### config.mk
export PLATFORM = sky130hd
export DESIGN_NAME = ata_taskfile_command_setup_top
export DESIGN_NICKNAME = d
export VERILOG_FILES = /design/src/rtl/core/ata_tfcs_pkg.sv /design/src/rtl/core/ata_tfcs_top.sv /design/src/rtl/core/ata_tfcs_front.sv /design/src/rtl/core/ata_tfcs_queue.sv /design/src/rtl/core/ata_tfcs_back.sv
export SDC_FILE = /design/constraint.sdc
export NUM_CORES = 1
export LEC_CHECK = 0
export BUFFER_PORTS_ARGS = -buffer_cell sky130_fd_sc_hd__buf_2
export CORE_MARGIN = 5
export CORE_UTILIZATION = 55
export CTS_BUF_LIST = sky130_fd_sc_hd__clkbuf_8
export DETAILED_ROUTE_END_ITERATION = 8
export GPL_ROUTABILITY_DRIVEN = 0
export PLACE_DENSITY = 0.82
export SYNTH_ARGS = -nofsm -noshare
export SYNTH_HDL_FRONTEND = slang
export SYNTH_HIERARCHICAL = 1
export SYNTH_SLANG_ARGS = --single-unit
### constraint.sdc
create_clock -name clk_i -period 4.41 [get_ports clk_i]
set_clock_uncertainty 0.15 [all_clocks]
set_input_delay 0.6615 -clock clk_i [delete_from_list [all_inputs] [get_ports clk_i]]
set_output_delay 0.6615 -clock clk_i [all_outputs]
set_load 0.03 [all_outputs]
### src/rtl/core/ata_tfcs_pkg.sv
// ----------------------------------------------------------------------------
// ATA task-file command setup: shared package
// Payload structs, register codes, sequencer steps and address constants.
// ----------------------------------------------------------------------------
package ata_tfcs_pkg;

  // Request and response payloads
  typedef struct packed {
    logic [1:0]  drive_number;
    logic        transfer_direction;
    logic [31:0] block_address;
    logic [7:0]  sector_count;
  } req_t;

  typedef struct packed {
    logic       bus_channel;
    logic [3:0] register_index;
    logic [7:0] register_data;
    logic       last_write;
  } rsp_t;

  // Configuration register indexes
  typedef enum logic [1:0] {
    CFG_CHANNEL_MAP = 2'd0,
    CFG_SLAVE_MAP   = 2'd1,
    CFG_LBA_MAP     = 2'd2
  } cfg_idx_e;

  localparam logic [3:0] CHANNEL_MAP_RST = 4'd12;
  localparam logic [3:0] SLAVE_MAP_RST   = 4'd10;
  localparam logic [3:0] LBA_MAP_RST     = 4'd15;

  // Logical task-file register codes
  typedef enum logic [3:0] {
    REG_COUNT0  = 4'd2,
    REG_LBA0    = 4'd3,
    REG_LBA1    = 4'd4,
    REG_LBA2    = 4'd5,
    REG_DEVSEL  = 4'd6,
    REG_COMMAND = 4'd7,
    REG_COUNT1  = 4'd8,
    REG_LBA3    = 4'd9,
    REG_LBA4    = 4'd10,
    REG_LBA5    = 4'd11,
    REG_CONTROL = 4'd12
  } reg_idx_e;

  // Write sequence, in bus order
  typedef enum logic [3:0] {
    STEP_CTRL,
    STEP_DEVSEL,
    STEP_CNT_HI,
    STEP_LBA3,
    STEP_LBA4,
    STEP_LBA5,
    STEP_CNT_LO,
    STEP_LBA0,
    STEP_LBA1,
    STEP_LBA2,
    STEP_CMD
  } step_e;

  // Register byte values
  localparam logic [7:0] CONTROL_NIEN  = 8'h02;
  localparam logic [7:0] DEVSEL_CHS    = 8'hA0;
  localparam logic [7:0] DEVSEL_LBA    = 8'hE0;
  localparam logic [7:0] CMD_READ      = 8'h20;
  localparam logic [7:0] CMD_WRITE     = 8'h30;
  localparam logic [7:0] CMD_EXT_FLAG  = 8'h04;

  // Geometry: 63 sectors per track, 16 heads. Quotient by 63 for a 28-bit
  // address is (n * ceil(2^34 / 63)) >> 34, exact over the whole range.
  localparam int         DIV63_SHIFT = 34;
  localparam logic [28:0] DIV63_MAGIC = 29'd272696337;
  localparam int         TRACK_W     = 23;

  // Work item handed from front to back
  typedef struct packed {
    logic       channel;
    logic       wide;
    logic [7:0] devsel;
    logic [7:0] addr_hi;
    logic [7:0] count;
    logic [7:0] byte0;
    logic [7:0] byte1;
    logic [7:0] byte2;
    logic [7:0] command;
  } desc_t;

endpackage

### src/rtl/core/ata_tfcs_top.sv
// Path: a request passes the front-end stage register, the queue, the
// sequencer's work register and the response register. The sequencer
// issues one task-file write per cycle while the receiver is ready, and takes
// the next request as it issues the command write of the current one.
// Reset: drive maps return to 12, 10 and 15; queue and sequencer empty.
// ----------------------------------------------------------------------------
// ATA task-file command setup
// Turns a sector access request into the ordered task-file register writes
// that start a PIO read or write.
// ----------------------------------------------------------------------------
module ata_taskfile_command_setup_top import ata_tfcs_pkg::*; (
  input  logic       clk_i,
  input  logic       rst_ni,
  input  logic       cfg_we_i,
  input  logic [1:0] cfg_idx_i,
  input  logic [3:0] cfg_data_i,
  input  logic       req_valid_i,
  output logic       req_ready_o,
  input  req_t       req_i,
  output logic       rsp_valid_o,
  input  logic       rsp_ready_i,
  output rsp_t       rsp_o
);

  logic  push_valid, push_ready, pop_valid, pop_ready;
  desc_t push_desc, pop_desc;

  // Front end: mode choice and byte preparation
  ata_tfcs_front u_front (
    .clk_i        (clk_i),
    .rst_ni       (rst_ni),
    .cfg_we_i     (cfg_we_i),
    .cfg_idx_i    (cfg_idx_i),
    .cfg_data_i   (cfg_data_i),
    .req_valid_i  (req_valid_i),
    .req_ready_o  (req_ready_o),
    .req_i        (req_i),
    .push_valid_o (push_valid),
    .push_ready_i (push_ready),
    .push_desc_o  (push_desc)
  );

  // Decoupling queue
  ata_tfcs_queue u_queue (
    .clk_i        (clk_i),
    .rst_ni       (rst_ni),
    .push_valid_i (push_valid),
    .push_ready_o (push_ready),
    .push_desc_i  (push_desc),
    .pop_valid_o  (pop_valid),
    .pop_ready_i  (pop_ready),
    .pop_desc_o   (pop_desc)
  );

  // Write sequencer
  ata_tfcs_back u_back (
    .clk_i       (clk_i),
    .rst_ni      (rst_ni),
    .pop_valid_i (pop_valid),
    .pop_ready_o (pop_ready),
    .pop_desc_i  (pop_desc),
    .rsp_valid_o (rsp_valid_o),
    .rsp_ready_i (rsp_ready_i),
    .rsp_o       (rsp_o)
  );

endmodule

### src/rtl/core/ata_tfcs_front.sv
// ----------------------------------------------------------------------------
// ATA task-file front end
// Holds the drive maps, takes a request, picks the addressing mode and
// builds the register bytes (CHS split through a reciprocal multiply).
// ----------------------------------------------------------------------------
module ata_tfcs_front import ata_tfcs_pkg::*; (
  input  logic       clk_i,
  input  logic       rst_ni,
  input  logic       cfg_we_i,
  input  logic [1:0] cfg_idx_i,
  input  logic [3:0] cfg_data_i,
  input  logic       req_valid_i,
  output logic       req_ready_o,
  input  req_t       req_i,
  output logic       push_valid_o,
  input  logic       push_ready_i,
  output desc_t      push_desc_o
);

  logic [3:0] chan_map_q, slave_map_q, lba_map_q;

  // Drive map registers
  always_ff @(posedge clk_i or negedge rst_ni) begin
    if (!rst_ni) begin
      chan_map_q  <= CHANNEL_MAP_RST;
      slave_map_q <= SLAVE_MAP_RST;
      lba_map_q   <= LBA_MAP_RST;
    end else if (cfg_we_i) begin
      case (cfg_idx_e'(cfg_idx_i))
        CFG_CHANNEL_MAP: chan_map_q  <= cfg_data_i;
        CFG_SLAVE_MAP:   slave_map_q <= cfg_data_i;
        CFG_LBA_MAP:     lba_map_q   <= cfg_data_i;
        default: ;
      endcase
    end
  end

  // Stage register: request, drive attributes and track number
  logic               s1_valid_q, s1_valid_d;
  logic               ch_q, slave_q, capable_q, dir_q;
  logic [31:0]        lba_q;
  logic [7:0]         count_q;
  logic [TRACK_W-1:0] track_q;
  logic [56:0]        prod;
  logic               accept, push;

  // Quotient by 63 on the low 28 address bits
  assign prod = {29'd0, req_i.block_address[27:0]} * {28'd0, DIV63_MAGIC};

  assign push        = s1_valid_q && push_ready_i;
  assign req_ready_o = !s1_valid_q || push_ready_i;
  assign accept      = req_valid_i && req_ready_o;
  assign s1_valid_d  = accept ? 1'b1 : (push ? 1'b0 : s1_valid_q);

  always_ff @(posedge clk_i or negedge rst_ni) begin
    if (!rst_ni) begin
      s1_valid_q <= 1'b0;
    end else begin
      s1_valid_q <= s1_valid_d;
    end
  end

  always_ff @(posedge clk_i) begin
    if (accept) begin
      ch_q      <= chan_map_q[req_i.drive_number];
      slave_q   <= slave_map_q[req_i.drive_number];
      capable_q <= lba_map_q[req_i.drive_number];
      dir_q     <= req_i.transfer_direction;
      lba_q     <= req_i.block_address;
      count_q   <= req_i.sector_count;
      track_q   <= prod[DIV63_SHIFT +: TRACK_W];
    end
  end

  // Remainder, geometry and register bytes
  logic        wide;
  logic [28:0] track_x63;
  logic [27:0] rem_full;
  logic [7:0]  sector;
  logic [15:0] cyl;
  logic [3:0]  head;
  logic [7:0]  slave_bit;

  assign wide      = |lba_q[31:28];
  assign track_x63 = {track_q, 6'd0} - {6'd0, track_q};
  assign rem_full  = lba_q[27:0] - track_x63[27:0];
  assign sector    = {2'd0, rem_full[5:0]} + 8'd1;
  assign cyl       = track_q[19:4];
  assign head      = track_q[3:0];
  assign slave_bit = {3'd0, slave_q, 4'd0};

  always_comb begin
    push_desc_o         = '0;
    push_desc_o.channel = ch_q;
    push_desc_o.wide    = wide;
    push_desc_o.addr_hi = lba_q[31:24];
    push_desc_o.count   = count_q;
    push_desc_o.command = (dir_q ? CMD_WRITE : CMD_READ) | (wide ? CMD_EXT_FLAG : 8'd0);
    if (wide) begin
      push_desc_o.devsel = DEVSEL_LBA | slave_bit;
      push_desc_o.byte0  = lba_q[7:0];
      push_desc_o.byte1  = lba_q[15:8];
      push_desc_o.byte2  = lba_q[23:16];
    end else if (capable_q) begin
      push_desc_o.devsel = DEVSEL_LBA | slave_bit | {4'd0, lba_q[27:24]};
      push_desc_o.byte0  = lba_q[7:0];
      push_desc_o.byte1  = lba_q[15:8];
      push_desc_o.byte2  = lba_q[23:16];
    end else begin
      push_desc_o.devsel = DEVSEL_CHS | slave_bit | {4'd0, head};
      push_desc_o.byte0  = sector;
      push_desc_o.byte1  = cyl[7:0];
      push_desc_o.byte2  = cyl[15:8];
    end
  end

  assign push_valid_o = s1_valid_q;

endmodule

### src/rtl/core/ata_tfcs_queue.sv
// ----------------------------------------------------------------------------
// ATA task-file work queue
// Two-entry queue of prepared requests between front end and sequencer.
// ----------------------------------------------------------------------------
module ata_tfcs_queue import ata_tfcs_pkg::*; (
  input  logic  clk_i,
  input  logic  rst_ni,
  input  logic  push_valid_i,
  output logic  push_ready_o,
  input  desc_t push_desc_i,
  output logic  pop_valid_o,
  input  logic  pop_ready_i,
  output desc_t pop_desc_o
);

  desc_t      slot_q [2];
  logic       wr_ptr_q, rd_ptr_q;
  logic [1:0] fill_q;
  logic       push, pop;

  assign push_ready_o = fill_q != 2'd2;
  assign pop_valid_o  = fill_q != 2'd0;
  assign push         = push_valid_i && push_ready_o;
  assign pop          = pop_valid_o && pop_ready_i;
  assign pop_desc_o   = slot_q[rd_ptr_q];

  // Pointers and fill level
  always_ff @(posedge clk_i or negedge rst_ni) begin
    if (!rst_ni) begin
      wr_ptr_q <= 1'b0;
      rd_ptr_q <= 1'b0;
      fill_q   <= 2'd0;
    end else begin
      if (push) wr_ptr_q <= ~wr_ptr_q;
      if (pop)  rd_ptr_q <= ~rd_ptr_q;
      fill_q <= fill_q + {1'b0, push} - {1'b0, pop};
    end
  end

  // Storage
  always_ff @(posedge clk_i) begin
    if (push) begin
      slot_q[wr_ptr_q] <= push_desc_i;
    end
  end

endmodule

### src/rtl/core/ata_tfcs_back.sv
// ----------------------------------------------------------------------------
// ATA task-file write sequencer
// Walks the register write order for one prepared request into a registered
// response stage, one write per cycle unless the response stage is stalled.
// ----------------------------------------------------------------------------
module ata_tfcs_back import ata_tfcs_pkg::*; (
  input  logic  clk_i,
  input  logic  rst_ni,
  input  logic  pop_valid_i,
  output logic  pop_ready_o,
  input  desc_t pop_desc_i,
  output logic  rsp_valid_o,
  input  logic  rsp_ready_i,
  output rsp_t  rsp_o
);

  step_e step_q, step_d, step_next;
  logic  busy_q, busy_d;
  desc_t cur_q;
  logic  rsp_valid_q, rsp_valid_d;
  rsp_t  rsp_q, item;
  logic  out_load, fire, last_step, pop;

  assign out_load    = !rsp_valid_q || rsp_ready_i;
  assign fire        = busy_q && out_load;
  assign last_step   = step_q == STEP_CMD;
  assign pop_ready_o = !busy_q || (fire && last_step);
  assign pop         = pop_valid_i && pop_ready_o;

  // Next step: high-order writes only in LBA48 mode
  always_comb begin
    case (step_q)
      STEP_CTRL:   step_next = STEP_DEVSEL;
      STEP_DEVSEL: step_next = cur_q.wide ? STEP_CNT_HI : STEP_CNT_LO;
      STEP_CNT_HI: step_next = STEP_LBA3;
      STEP_LBA3:   step_next = STEP_LBA4;
      STEP_LBA4:   step_next = STEP_LBA5;
      STEP_LBA5:   step_next = STEP_CNT_LO;
      STEP_CNT_LO: step_next = STEP_LBA0;
      STEP_LBA0:   step_next = STEP_LBA1;
      STEP_LBA1:   step_next = STEP_LBA2;
      STEP_LBA2:   step_next = STEP_CMD;
      STEP_CMD:    step_next = STEP_CTRL;
      default:     step_next = STEP_CTRL;
    endcase
  end

  // Register write for the current step
  always_comb begin
    item             = '0;
    item.bus_channel = cur_q.channel;
    case (step_q)
      STEP_CTRL: begin
        item.register_index = REG_CONTROL;
        item.register_data  = CONTROL_NIEN;
      end
      STEP_DEVSEL: begin
        item.register_index = REG_DEVSEL;
        item.register_data  = cur_q.devsel;
      end
      STEP_CNT_HI: item.register_index = REG_COUNT1;
      STEP_LBA3: begin
        item.register_index = REG_LBA3;
        item.register_data  = cur_q.addr_hi;
      end
      STEP_LBA4:   item.register_index = REG_LBA4;
      STEP_LBA5:   item.register_index = REG_LBA5;
      STEP_CNT_LO: begin
        item.register_index = REG_COUNT0;
        item.register_data  = cur_q.count;
      end
      STEP_LBA0: begin
        item.register_index = REG_LBA0;
        item.register_data  = cur_q.byte0;
      end
      STEP_LBA1: begin
        item.register_index = REG_LBA1;
        item.register_data  = cur_q.byte1;
      end
      STEP_LBA2: begin
        item.register_index = REG_LBA2;
        item.register_data  = cur_q.byte2;
      end
      STEP_CMD: begin
        item.register_index = REG_COMMAND;
        item.register_data  = cur_q.command;
        item.last_write     = 1'b1;
      end
      default: item.register_index = REG_CONTROL;
    endcase
  end

  // Sequencer control
  always_comb begin
    busy_d      = busy_q;
    step_d      = step_q;
    rsp_valid_d = fire || (rsp_valid_q && !rsp_ready_i);
    if (pop) begin
      busy_d = 1'b1;
      step_d = STEP_CTRL;
    end else if (fire) begin
      step_d = step_next;
      if (last_step) busy_d = 1'b0;
    end
  end

  always_ff @(posedge clk_i or negedge rst_ni) begin
    if (!rst_ni) begin
      busy_q      <= 1'b0;
      step_q      <= STEP_CTRL;
      rsp_valid_q <= 1'b0;
    end else begin
      busy_q      <= busy_d;
      step_q      <= step_d;
      rsp_valid_q <= rsp_valid_d;
    end
  end

  always_ff @(posedge clk_i) begin
    if (pop)  cur_q <= pop_desc_i;
    if (fire) rsp_q <= item;
  end

  assign rsp_valid_o = rsp_valid_q;
  assign rsp_o       = rsp_q;

endmodule

==> results of run 1 <==
## cell usage after synthesis (all sizes together) (9+ instances only)
cell | n | area [sq um]
nor2b | 11 | 68.8
ha | 179 | 2240
nand2b | 12 | 75.1
and3 | 9 | 58.8
a21oi | 40 | 208
and2 | 10 | 62.6
nand4 | 13 | 103
xnor2 | 22 | 193
inv | 125 | 469
nor3 | 15 | 95.1
a21o | 25 | 189
dfrtp | 15 | 375
edfxtp | 252 | 7570
buf | 39 | 280
fa | 59 | 1180
a22oi | 10 | 75.1
o21ai | 27 | 139
nor2 | 29 | 109
nand2 | 83 | 314
mux2 | 79 | 927
## where the power goes
part	leakage (nW)	switching [W]	total, W	internal, W
sequential	2.61	0.000364	0.00411	0.00375
clock	0.447	0.000902	0.00187	0.000968
combinational	5.22	0.00274	0.00518	0.00244
total	8.28	0.00400	0.0112	0.00716
## worst reg2reg max path: stages, from the launching register on
cell and delay (ps):
dfrtp_1 910, nor4bb_4 510, a21bo_1 190, and2_2 660
buf_4 410
## metrics by stage
step           worst slack, ps  cell area [sq um]  setup TNS (ps)  cells   util
2_1_floorplan             -834              16200          -11230   1181      -
3_3_place_gp             -1130              17900          -18400   1744  0.623
3_5_place_dp             -1250              17900          -20510   1744  0.623
4_1_cts                   -540              18900           -7460   1832  0.659
5_1_grt                   -849              19000          -12320   1836  0.662
6_report                  -734              19000           -9750   1836  0.662
## cell families (layout without fill, tap and decap cells)
| group | after synthesis | after routing |
|---|---|---|
| xor gates and xnor gates | 30 | 30 |
| other | 2 | 8 |
| DFF | 275 | 275 |
| adders and majority gates | 238 | 238 |
| and+or+nand+nor | 215 | 215 |
| buffers and inverters | 171 | 442 |
| muxes | 88 | 88 |
| AOI/OAI and AO/OA | 156 | 156 |
## registers in the layout (all words and copies together) (netlist names), 2 cells and up
name / flops
u_back/rsp_o: 14
u_back/step_q: 4
u_front/lba_map_q: 4
u_front/lba_q: 32
u_front/track_q: 20
u_queue/fill_q: 2
u_front/slave_map_q: 4
u_back/cur_q: 58
u_front/count_q: 8
u_front/chan_map_q: 4
u_queue/slot_q: 116
## repair_timing
item | 4_1_cts | 5_1_grt
pin swaps | 35 | 13
buffers inserted | 12 | 4
setup endpoints to repair | 20 | 20
gates resized for setup | 50 | 11
hold endpoints to repair | 15 | 0
hold buffers | 1 | 0
## per-layer routing
layer	part of all wire	up-vias	wire length [um]	GRT usage
met4	0.042	0	1430	0.0850
met3	0.042	97	1440	0.0331
met2	0.51	265	17600	0.379
li1	-	4739	-	-
met5	0	-	0	0
met1	0.40	4869	13700	0.257
## area by class of cell
cell class                      count  area share
Sequential cell                   275       0.429
Clock buffer                       43      0.0312
Timing Repair Buffer              242      0.0904
Inverter                          125      0.0247
Multi-Input combinational cell    735       0.391
Clock inverter                     32     0.00856
Tap cell                          384      0.0253
## how the worst max path moves through the flow
stage,to
floorplan,u_front/track_q[18]
global placement,u_front/track_q[18]
detailed placement,u_front/track_q[18]
CTS,u_front/track_q[18]
global route,u_front/track_q[18]
finish,u_front/track_q[18]
==> flow_summary.ini, run 1 <==
[floorplan]
io_pins = 70
core_area_sq_um = 28700
die-area_sq_um = 32600
die_h_um = 180
start_util = 0.557
rows = 62
die_w_um = 180

[grt]
grt_pass1_vias = 10900
grtUsageTotal = 0.212
grt_overflow = 0
grt_pass1_wl_um = 55300
grt_max_degree = 59
antenna_found_initial = 0

[critical_path]
required_ps = 4520
worstPathMaxFanout = 4
worstReg2RegStart = u_back/step_q[3]
worst_path_dominant_cell_family = adder cells
critPathLaunch = req_i[31]
cp_common_cell = fa_2
critPathBufInv = 4
crit_cells = 19
slowest_delay_ps = 550
cp_cell_sequence = buf_8 > ha_4 > ha_2 > inv_2 > fa_2 > fa_2 > fa_2 > inv_2 > fa_1 > ha_4 > nand4_1 > nor3_4 > nand4_1 > a311oi_2 > buf_4 > o2111ai_4 > a211oi_2 > o31ai_2 > xnor2_1
critPathKind = in -> reg
r2r_setup_slack_ps = 1250
r2r_cells = 4
r2r_end = u_back/cur_q[19]
crit_arrival_ps = 5260
end_kind = register
slowest_stage = fa_2
critPathLaunchType = input pin

[route]
dr.pass1.iters = 6
drc_errors = 0
dr_total_vias = 9970
wl_per_cell_um = 18.6
first_iter_violations = 749
routed_wl_um = 34200
ant_nets = 0
viasPerCell = 5.43

[hold_path]
min-delay-start = req_i[1]
hold_path_class = in -> reg
min_to = u_front/count_q[1]
worstHoldPathCells = 1

[logic_synthesis]
synth_seq_cells = 275
ys.warnings.count = 6
synth-xor-area-share = 0.0164
synth_fa_ha_area_frac = 0.214
synth-compound-area-share = 0.0719
synth_area_sq_um = 16000
syn-instance-count = 1175
synth_edf_count = 252
synthArstFlopShare = 0.0836
synth_flop_cell = edfxtp_1
synthSimpleGateAreaFrac = 0.0721
synth_top_family_by_area = adder cells
ys_seq_area_frac = 0.510
avgSynthCellArea_sq_um = 13.6
ys_types = 80
synth_mux_area_frac = 0.0660

[clocking]
clk_latency_ps = 540
cts_buffers = 41
ctsHtreeMaxLevel = 2
clockBufferDepth = 3
clockRootBuffer = clkbuf_8
clock-sinks = 275
tritoncts = yes
cts.reportedPaths.clkPinSlew_ps = 60

[status]
outcome = complete, but fails checks
violations = negative setup slack

[timing]
tightest_slew_ps = 1080
slew_headroom = 0.282
max_freq_mhz = 194
slew_violations = 0
worst_slack_ps = -734
finalHoldViolCount = 0
min_period_over_period = 1.17
finalSetupViolCount = 20
rsz0062_at_grt = yes
hold_slack_ps = 151
fin_crit_ps = 5140

[pwr]
p_leak_nw = 8.28
ir_worst_vdd_v = 0.000394
power_density_nw_per_um2 = 588
fin_total_pwr_w = 0.0112

[place]
portBuffers = 69
place_hpwl_um = 25800

[final_layout]
drive_gt1_frac = 0.320
multi_input_area_sq_um = 7420
finalNetCount = 1712
seq_area_sq_um = 8150
num_antenna_cells = 0
fillers = 2000
layout_commonest_cell = edfxtp_1
syn2layout_area_growth_pct = 18.9
final_cell_mix = 252 x edfxtp_1, 170 x buf_4, 160 x ha_1

[run]
maxCapViolCount = 0
No activity file was read; power rests on OpenSTA's default activity.
==> inputs of run 2 (changes only) <==
- CTS_BUF_LIST: sky130_fd_sc_hd__clkbuf_8 -> sky130_fd_sc_hd__clkbuf_16
==> flow_summary.ini, run 2 (synthesis results as in run 1) <==
[place]
dpl.cell_count = 1744
placed_cell_area_sq_um = 17900
place_hpwl_um = 25800
portBuffers = 69

[status]
violations = negative setup slack
outcome = complete, but fails checks

[grt]
antenna_found_initial = 0
grt_pass1_wl_um = 55800
grt_pass1_vias = 10800
grtUsageTotal = 0.212
grt_overflow = 0
grt_max_degree = 59

[route]
dr.pass1.iters = 5
dr_total_vias = 9963
routed_wl_um = 34300
viasPerCell = 5.51
drc_errors = 0
ant_nets = 0
wl_per_cell_um = 19.0
first_iter_violations = 678

[pwr]
ir_worst_vdd_v = 0.000390
p_leak_nw = 8.24
power_density_nw_per_um2 = 597
fin_total_pwr_w = 0.0114

[final_layout]
largest_reg_flops = 116
syn2layout_area_growth_pct = 19.2
top_regs = u_queue/slot_q: 116 flops, u_back/cur_q: 58 flops, u_front/lba_q: 32 flops
drive_gt1_frac = 0.318
finalNetCount = 1697
regMostFlops = u_queue/slot_q
fillers = 1999
num_antenna_cells = 0
layout_commonest_cell = edfxtp_1
fin_cells = 1808
design_area_sq_um = 19000
final_cell_mix = 252 x edfxtp_1, 170 x buf_4, 160 x ha_1
post-route-util = 0.664

[timing]
worst_slack_ps = -738
fin_crit_ps = 5150
min_period_over_period = 1.17
slew_violations = 0
hold_slack_ps = 160
slew_headroom = 0.272
finalSetupViolCount = 20
rsz0062_at_grt = yes
tightest_slew_ps = 1090
finalHoldViolCount = 0
max_freq_mhz = 194

[clocking]
cts.reportedPaths.clkPinSlew_ps = 60
clock-sinks = 275
cts_buffers = 26
clk_latency_ps = 520
tritoncts = yes
clockBufferDepth = 3
ctsHtreeMaxLevel = 1
clockRootBuffer = clkbuf_16

[critical_path]
critPathBufInv = 4
worst_path_dominant_cell_family = adder cells
cp_common_cell = fa_2
critPathKind = in -> reg
end_kind = register
worstPathMaxFanout = 4
r2r_cells = 4
slowest_stage = fa_2
r2r_setup_slack_ps = 1230
cp_cell_sequence = buf_8 > ha_4 > ha_2 > inv_2 > fa_2 > fa_2 > fa_2 > inv_2 > fa_1 > ha_4 > nand4_1 > nor3_4 > nand4_1 > a311oi_2 > buf_4 > o2111ai_4 > a211oi_2 > o31ai_2 > xnor2_1
slowest_delay_ps = 550
r2r_end = u_back/cur_q[48]
critPathLaunchType = input pin
worstReg2RegStart = u_back/step_q[3]
required_ps = 4520
crit_arrival_ps = 5260

[floorplan]
io_pins = 70
die-area_sq_um = 32600
start_util = 0.557
die_w_um = 180
rows = 62
die_h_um = 180
core_area_sq_um = 28700

[hold_path]
min-delay-start = req_i[38]
min_to = u_front/lba_q[30]
hold_path_class = in -> reg
worstHoldPathCells = 1

[run]
maxCapViolCount = 0
run 2: worst max path at each step:
stage,start,endpoint,depth (start not counted)
3_5_place_dp,req_i[31],u_front/track_q[18],19
6_report,req_i[31],u_front/track_q[18],19
2_1_floorplan,req_i[35],u_front/track_q[18],18
5_1_grt,req_i[35],u_front/track_q[18],19
4_1_cts,req_i[35],u_front/track_q[18],19
3_3_place_gp,req_i[29],u_front/track_q[18],18
run 2: through the flow:
step | worst slack (ps) | setup TNS (ps)
global route | -864 | -12740
CTS | -558 | -7890
finish | -738 | -9850
floorplan | -834 | -11230
detailed placement | -1250 | -20510
global placement | -1130 | -18400
run 2: layout make-up:
class | instances | area [sq um] | area share
Clock inverter | 20 | 129 | 0.00677
Timing Repair Buffer | 242 | 1720 | 0.0901
Inverter | 125 | 469 | 0.0246
Tap cell | 384 | 480 | 0.0252
Clock buffer | 27 | 676 | 0.0355
Multi-Input combinational cell | 735 | 7420 | 0.390
Sequential cell | 275 | 8150 | 0.428
run 2: repair_timing:
action | in CTS | in global routing
hold buffers | 1 | 0
gates resized for setup | 50 | 11
setup buffers | 12 | 4
endpoints found under the setup margin | 20 | 20
endpoints found under the hold margin | 15 | 0
pin swaps | 35 | 13
run 2: metal layers:
layer	GRT usage	wire [um]	vias up
met1	0.262	13800	4859
met5	0	0	-
met3	0.0248	1470	108
li1	-	-	4703
met4	0.0856	1590	0
met2	0.381	17400	293
run 2: power by group:
group          internal, W  switching [W]
combinational      0.00244        0.00275
clock              0.00117       0.000902
sequential         0.00375       0.000366
